===== config.mk =====
export PLATFORM = sky130hd
export DESIGN_NAME = tmeu_exec
export DESIGN_NICKNAME = d
export VERILOG_FILES = /design/src/design/tape_machine_execution_unit_defines.svh /design/src/design/tmeu_pkg.sv /design/src/design/tmeu_exec.sv
export SDC_FILE = /design/constraint.sdc
export NUM_CORES = 1
export LEC_CHECK = 0
export BUFFER_PORTS_ARGS = -buffer_cell sky130_fd_sc_hd__buf_2
export CORE_AREA = 8 8 77 146
export DETAILED_ROUTE_END_ITERATION = 12
export DIE_AREA = 0 0 85 154
export GPL_TIMING_DRIVEN = 0
export PLACE_DENSITY = 0.83
export SLEW_MARGIN = 15
export SYNTH_ARGS = -nofsm -noshare
export SYNTH_HDL_FRONTEND = slang
export SYNTH_SLANG_ARGS = --single-unit
export TNS_END_PERCENT = 30

===== constraint.sdc =====
create_clock -name vclk -period 5
set_clock_uncertainty 0.2 [all_clocks]
set_input_delay 0 -clock vclk [all_inputs]
set_output_delay 0 -clock vclk [all_outputs]
set_load 0.1 [all_outputs]

===== src/design/tape_machine_execution_unit_defines.svh =====
// assertion macros for the tape machine execution unit
`ifndef TAPE_MACHINE_EXECUTION_UNIT_DEFINES_SVH
`define TAPE_MACHINE_EXECUTION_UNIT_DEFINES_SVH

`ifndef SYNTHESIS
`define TMEU_ASSERT(lbl, prop, msg) \
  lbl: assert property (@(posedge clk_i) disable iff (!rst_ni) prop) else $error(msg);
`define TMEU_ASSERT_ALWAYS(lbl, prop, msg) \
  lbl: assert property (@(posedge clk_i) prop) else $error(msg);
`else
`define TMEU_ASSERT(lbl, prop, msg)
`define TMEU_ASSERT_ALWAYS(lbl, prop, msg)
`endif

`endif


===== src/design/tmeu_pkg.sv =====
// shared types and constants of the tape machine execution unit
package tmeu_pkg;

  localparam int unsigned TAPE_HALF_DEF = 256;
  localparam logic [16:0] PROG_DEPTH    = 17'd65536;

  localparam int unsigned CELL_W = 32;
  localparam int unsigned PC_W   = 16;

  localparam logic [3:0] OP_INC         = 4'd0;
  localparam logic [3:0] OP_DEC         = 4'd1;
  localparam logic [3:0] OP_ADD         = 4'd2;
  localparam logic [3:0] OP_SUB         = 4'd3;
  localparam logic [3:0] OP_LEFT        = 4'd4;
  localparam logic [3:0] OP_RIGHT       = 4'd5;
  localparam logic [3:0] OP_JNZ         = 4'd6;
  localparam logic [3:0] OP_JZ          = 4'd7;
  localparam logic [3:0] OP_IN          = 4'd8;
  localparam logic [3:0] OP_OUT         = 4'd9;
  localparam logic [3:0] OP_UNCOMPLETED = 4'd10;

  localparam logic [1:0] STAT_RUNNING  = 2'd0;
  localparam logic [1:0] STAT_FINISHED = 2'd1;
  localparam logic [1:0] STAT_UNCOMP   = 2'd2;
  localparam logic [1:0] STAT_RANGE    = 2'd3;

  typedef struct packed {
    logic [PC_W-1:0] next_pc;
    logic            out_valid;
    logic [7:0]      out_byte;
    logic [1:0]      status;
  } res_t;

  typedef struct packed {
    logic              cell_we;
    logic [CELL_W-1:0] cell_wdata;
    logic              move_left;
    logic              move_right;
    logic              stop_set;
    logic [1:0]        stop_code;
    res_t              res;
  } exec_t;

endpackage


===== src/design/tmeu_exec.sv =====
// instruction decode and cell update of the tape machine
module tmeu_exec (
  input  logic [3:0]                  op_i,
  input  logic [15:0]                 arg_i,
  input  logic signed [8:0]           in_value_i,
  input  logic [tmeu_pkg::CELL_W-1:0] cell_i,
  input  logic [tmeu_pkg::PC_W-1:0]   pc_i,
  input  logic [15:0]                 plen_i,
  input  logic                        stopped_i,
  input  logic [1:0]                  stop_code_i,
  input  logic                        at_left_i,
  input  logic                        at_right_i,
  output tmeu_pkg::exec_t             ex_o
);

  function automatic logic is_done(input logic [15:0] pc, input logic [15:0] plen);
    is_done = (pc >= plen) || ({1'b0, pc} >= tmeu_pkg::PROG_DEPTH);
  endfunction

  logic [tmeu_pkg::PC_W-1:0]   pc_inc;
  logic [tmeu_pkg::PC_W-1:0]   pc_new;
  logic [tmeu_pkg::CELL_W-1:0] in_cell;
  logic [tmeu_pkg::CELL_W-1:0] arg_ext;
  logic                        cell_zero;

  assign pc_inc    = pc_i + 16'd1;
  assign in_cell   = {{(tmeu_pkg::CELL_W-9){in_value_i[8]}}, in_value_i};
  assign arg_ext   = {{(tmeu_pkg::CELL_W-16){1'b0}}, arg_i};
  assign cell_zero = (cell_i == '0);

  always_comb begin
    ex_o             = '0;
    pc_new           = pc_i;
    ex_o.res.next_pc = pc_i;
    if (stopped_i) begin
      ex_o.res.status = stop_code_i;
    end else if (is_done(pc_i, plen_i)) begin
      ex_o.res.status = tmeu_pkg::STAT_FINISHED;
    end else begin
      case (op_i)
        tmeu_pkg::OP_INC: begin
          ex_o.cell_we    = 1'b1;
          ex_o.cell_wdata = cell_i + 32'd1;
          pc_new          = pc_inc;
        end
        tmeu_pkg::OP_DEC: begin
          ex_o.cell_we    = 1'b1;
          ex_o.cell_wdata = cell_i - 32'd1;
          pc_new          = pc_inc;
        end
        tmeu_pkg::OP_ADD: begin
          ex_o.cell_we    = 1'b1;
          ex_o.cell_wdata = cell_i + arg_ext;
          pc_new          = pc_inc;
        end
        tmeu_pkg::OP_SUB: begin
          ex_o.cell_we    = 1'b1;
          ex_o.cell_wdata = cell_i - arg_ext;
          pc_new          = pc_inc;
        end
        tmeu_pkg::OP_LEFT: begin
          if (at_left_i) begin
            ex_o.stop_set  = 1'b1;
            ex_o.stop_code = tmeu_pkg::STAT_RANGE;
          end else begin
            ex_o.move_left = 1'b1;
            pc_new         = pc_inc;
          end
        end
        tmeu_pkg::OP_RIGHT: begin
          if (at_right_i) begin
            ex_o.stop_set  = 1'b1;
            ex_o.stop_code = tmeu_pkg::STAT_RANGE;
          end else begin
            ex_o.move_right = 1'b1;
            pc_new          = pc_inc;
          end
        end
        tmeu_pkg::OP_JNZ: begin
          pc_new = cell_zero ? pc_inc : arg_i;
        end
        tmeu_pkg::OP_JZ: begin
          pc_new = cell_zero ? arg_i : pc_inc;
        end
        tmeu_pkg::OP_IN: begin
          ex_o.cell_we    = 1'b1;
          ex_o.cell_wdata = in_cell;
          pc_new          = pc_inc;
        end
        tmeu_pkg::OP_OUT: begin
          ex_o.res.out_valid = 1'b1;
          ex_o.res.out_byte  = cell_i[7:0];
          pc_new             = pc_inc;
        end
        tmeu_pkg::OP_UNCOMPLETED: begin
          ex_o.stop_set  = 1'b1;
          ex_o.stop_code = tmeu_pkg::STAT_UNCOMP;
        end
        default: begin
          ex_o.stop_set  = 1'b1;
          ex_o.stop_code = tmeu_pkg::STAT_UNCOMP;
        end
      endcase
      ex_o.res.next_pc = pc_new;
      if (ex_o.stop_set) begin
        ex_o.res.status = ex_o.stop_code;
      end else if (is_done(pc_new, plen_i)) begin
        ex_o.res.status = tmeu_pkg::STAT_FINISHED;
      end else begin
        ex_o.res.status = tmeu_pkg::STAT_RUNNING;
      end
    end
  end

endmodule


# Word-level counts from Yosys, hierarchy flattened

Index checks and enable logic that the tools add are counted.

Register bits after elaboration: 0
Output and inout port bits: 65

$add $sub $neg: 5
Order comparisons: 2
Equal/unequal tests: 9
Multiplexer cells: 24
Reduce and logical (&&, ||, !) cells: 4

Operators with widths:

| operator                                            | number |
|---|---|
| case mux 33 bit (5 select lines)                    | 1 |
| two-way mux 63 bit                                  | 2 |
| two-way mux 16 bit                                  | 6 |
| case mux 16 bit (5 select lines)                    | 1 |
| adder 32 x 1 -> 32 bit, second input constant       | 1 |
| adder 32 x 16 -> 32 bit                             | 1 |
| >= comparator 16 bit                                | 2 |
| zero test 32 bit                                    | 1 |
| subtractor 32 x 1 -> 32 bit, second input constant  | 1 |
| subtractor 32 x 16 -> 32 bit                        | 1 |
| adder 16 x 1 -> 16 bit, second input constant       | 1 |
| equality test 4 x 3 -> 1 bit, second input constant | 4 |
| two-way mux 3 bit                                   | 4 |
| two-way mux 9 bit                                   | 1 |
| case mux 3 bit (3 select lines)                     | 1 |
| equality test 4 x 2 -> 1 bit, second input constant | 2 |
| equality test 4 bit, second input constant          | 2 |
| OR reduction 8 bit                                  | 1 |
| two-way mux 2 bit                                   | 3 |
| OR reduction 6 bit                                  | 1 |
| two-way mux 1 bit                                   | 5 |
| equality test 4 x 1 -> 1 bit, second input constant | 1 |
| zero test 4 bit                                     | 1 |

# Logic depth before layout (Yosys ltp)

Depth in word-level cells: 10
Depth in mapped cells: 19
Mapped depth without buffers: 18

# Worst setup path before layout

No wires, ideal clock.

Path type: in2out
From: input port arg_i[5]
To: output port ex_o[62] (netlist name)
Arrival time: 5.318 ns
Required time: 4.800 ns
Slack: -0.518 ns
Stages on the path: 18
Buffers on the path: 1
Cell sequence: clkbuf_1 -> nor4_2 -> nand2b_1 -> or3_1 -> nor3_1 -> nor3b_1 -> ha_1 -> nor2_1 -> a21oi_1 -> nor2_1 -> ha_1 -> a21o_1 -> a21o_1 -> a21oi_1 -> a211oi_2 -> o21ai_0 -> a21oi_1 -> o31ai_1

RTL lines:

| what               | RTL line        | source |
|---|---|---|
| start: declaration | tmeu_exec.sv:4  | `input logic [15:0] arg_i,` |
| end: declaration   | tmeu_exec.sv:13 | `output tmeu_pkg::exec_t ex_o` |

==> flow_metrics.py <==
metrics = {
    "sta": {
        "hold_violations": 0,
        "setup_viol": 0,
        "slew_violations": 0,
        "slew_headroom": 0.373,
        "fmax_mhz": 209,
        "period_minus_slack_ns": 4.78,
        "fin_setup_tns_ns": 0,
        "tightest_slew_ns": 0.938,
        "rsz0062_at_grt": "no",
        "post-route-period-util": 0.956,
        "whs_ns": 0.225,
    },
    "layout": {
        "final_cell_count_no_fill": 1038,
        "drive_gt1_frac": 0.214,
        "nFlopsAndLatches": 0,
        "n_fill_cell": 977,
        "utilization": 0.626,
        "synthToLayoutAreaGrowth_pct": 19.5,
        "clock_buffers": 0,
        "regArea_um2": 0,
        "fin_nets": 1100,
        "final_common_cell": "buf_2",
        "layout_common_cells": "buf_2, nand2_1, nor2_1",
    },
    "logic_synthesis": {
        "avgSynthCellArea_um2": 6.32,
        "syn_nets": 937,
        "ys_warn_count": 0,
        "synthCells": 772,
        "synth_cell_types": 75,
        "syn-cell-area_um2": 4880,
        "seq_area_frac_synth": 0,
    },
    "drt": {
        "ant_nets": 0,
        "vias": 6710,
        "drt_pre_antenna_iters": 5,
        "drt-initial-drc-count": 418,
        "drc": 0,
        "routed_wl_um": 19700,
        "via_per_inst": 6.46,
        "wl_per_cell_um": 19.0,
    },
    "floorplan": {
        "start_util": 0.524,
        "io_pins": 163,
        "core_um2": 9320,
        "die_area_um2": 13100,
        "fp-row-count": 50,
        "die_w_um": 85,
        "die_h_um": 154,
    },
    "placed_design": {
        "port_buffers": 161,
        "dp_cells": 1037,
        "place_congestion": 0.964,
        "dp_hpwl_um": 16600,
    },
    "setup_path": {
        "crit_family": "compound AO/OA/AOI/OAI gates",
        "critPathRequiredTime_ns": 4.80,
        "cp-startpoint": "op_i[3]",
        "crit_type": "input pin to output pin",
        "cp-end-kind": "output pin",
        "crit_fanout": 10,
        "path_cells": "clkbuf_1 -> nor2_1 -> clkbuf_1 -> o21ai_0 -> fa_1 -> nand2b_1 -> a21oi_1 -> o311ai_1 -> a21o_1 -> a211oi_2 -> o21ai_0 -> and3_1 -> o31ai_2 -> buf_2",
        "critical_path_arrival_ns": 4.58,
        "slowest_delay_ns": 0.77,
        "path_buf_inv": 3,
        "slowest_stage": "nor2_1",
        "critPathLaunchType": "input pin",
    },
    "global_route": {
        "grt_max_degree": 11,
        "grt_util_all_layers": 0.285,
        "grt_pass1_vias": 6627,
        "antenna_found_initial": 1,
        "grt_pass1_wl_um": 31200,
        "overflow": 0,
    },
    "job": {
        "cap_violations": 0,
    },
    "status": {
        "status": "completed",
    },
    "min_path": {
        "hold_start": "at_right_i",
        "min_to": "ex_o[30]",
        "whs_path_depth": 3,
        "worstHoldPathType": "input pin to output pin",
    },
    "power": {
        "power.density_nw_per_um2": 126,
        "irDropWorstVdd_v": 0.0000730,
        "p_leak_uw": 0.00291,
        "total_power_uw": 736,
    },
    "cts": {
        "cts_hold_buffers": 0,
    },
}
## layout make-up
cell class,instances,area (um2),share of cell area
Antenna cell,1,2.50,0.000429
Inverter,31,116,0.0199
Multi-Input combinational cell,692,4550,0.780
Timing Repair Buffer,161,808,0.139
Buffer,49,224,0.0384
Tap cell,104,130,0.0223
## metal layers
metal  up-vias  GRT usage  routed length (um)
met2       369      0.543               10300
met4         0      0.203                1390
li1       3208          -                   -
met3       100     0.0432                1500
met5         -          0                   0
met1      3033      0.263                6490
## Yosys cell counts, drive strengths merged (6+ instances only)
cell type	n	area, um2
a211oi	7	62.6
a21o	21	158
a21oi	65	325
a221o	20	200
a22oi	14	105
and2	12	78.8
and3	25	163
buf	18	105
clkbuf	31	116
ha	66	826
inv	31	116
mux2i	6	60.1
nand2	96	363
nand2b	16	100
nand3	40	215
nand3b	6	45.0
nand4	9	56.3
nor2	70	263
nor2b	12	75.1
nor3	24	120
nor4	16	128
o21a	7	52.6
o21ai	70	350
o31ai	6	58.8
or3	6	37.5
xnor2	13	114
xor2	7	61.3
## cell families (layout without fill, tap and decap cells)
logic type,after synthesis,after routing,synth area share
adder cells (fa/ha/maj),67,67,0.173
AND/OR/NAND/NOR,347,347,0.359
AO/OA/AOI/OAI,252,252,0.350
buffers and inverters,80,241,0.0692
other,0,1,0
XOR/XNOR,20,20,0.0359
multiplexers,6,6,0.0123
## stage by stage
stage | cell area, um2 | worst slack, ns
global placement | 5820 | 0.191
floorplan | 4890 | -0.518
detailed placement | 5820 | 0.165
global route | 5830 | 0.000620
CTS | 5820 | 0.160
finish | 5830 | 0.219
## tightest hold or removal path, cell delays in order
cell	delay (ns)
buf_2	0.09
nor3_1	0.05
buf_2	0.28
## how the worst max path moves through the flow
stage / end / cells after the start
2_1_floorplan: ex_o[56] / 17
4_1_cts: ex_o[56] / 18
3_5_place_dp: ex_o[56] / 18
5_1_grt: ex_o[62] / 14
3_3_place_gp: ex_o[63] / 17
6_report: ex_o[62] / 14
## power by group
group / total (uW) / internal, uW / switching, uW
Sequential: 0 / 0 / 0
Clock: 0.0000267 / 0.0000267 / 0
Combinational: 736 / 214 / 522
## repair_timing
| item | CTS | global route |
|---|---|---|
| gates resized for setup | 0 | 5 |
| endpoints found under the setup margin | 0 | 9 |
| buffers inserted | 0 | 0 |
No activity file was read; power rests on OpenSTA's default activity.
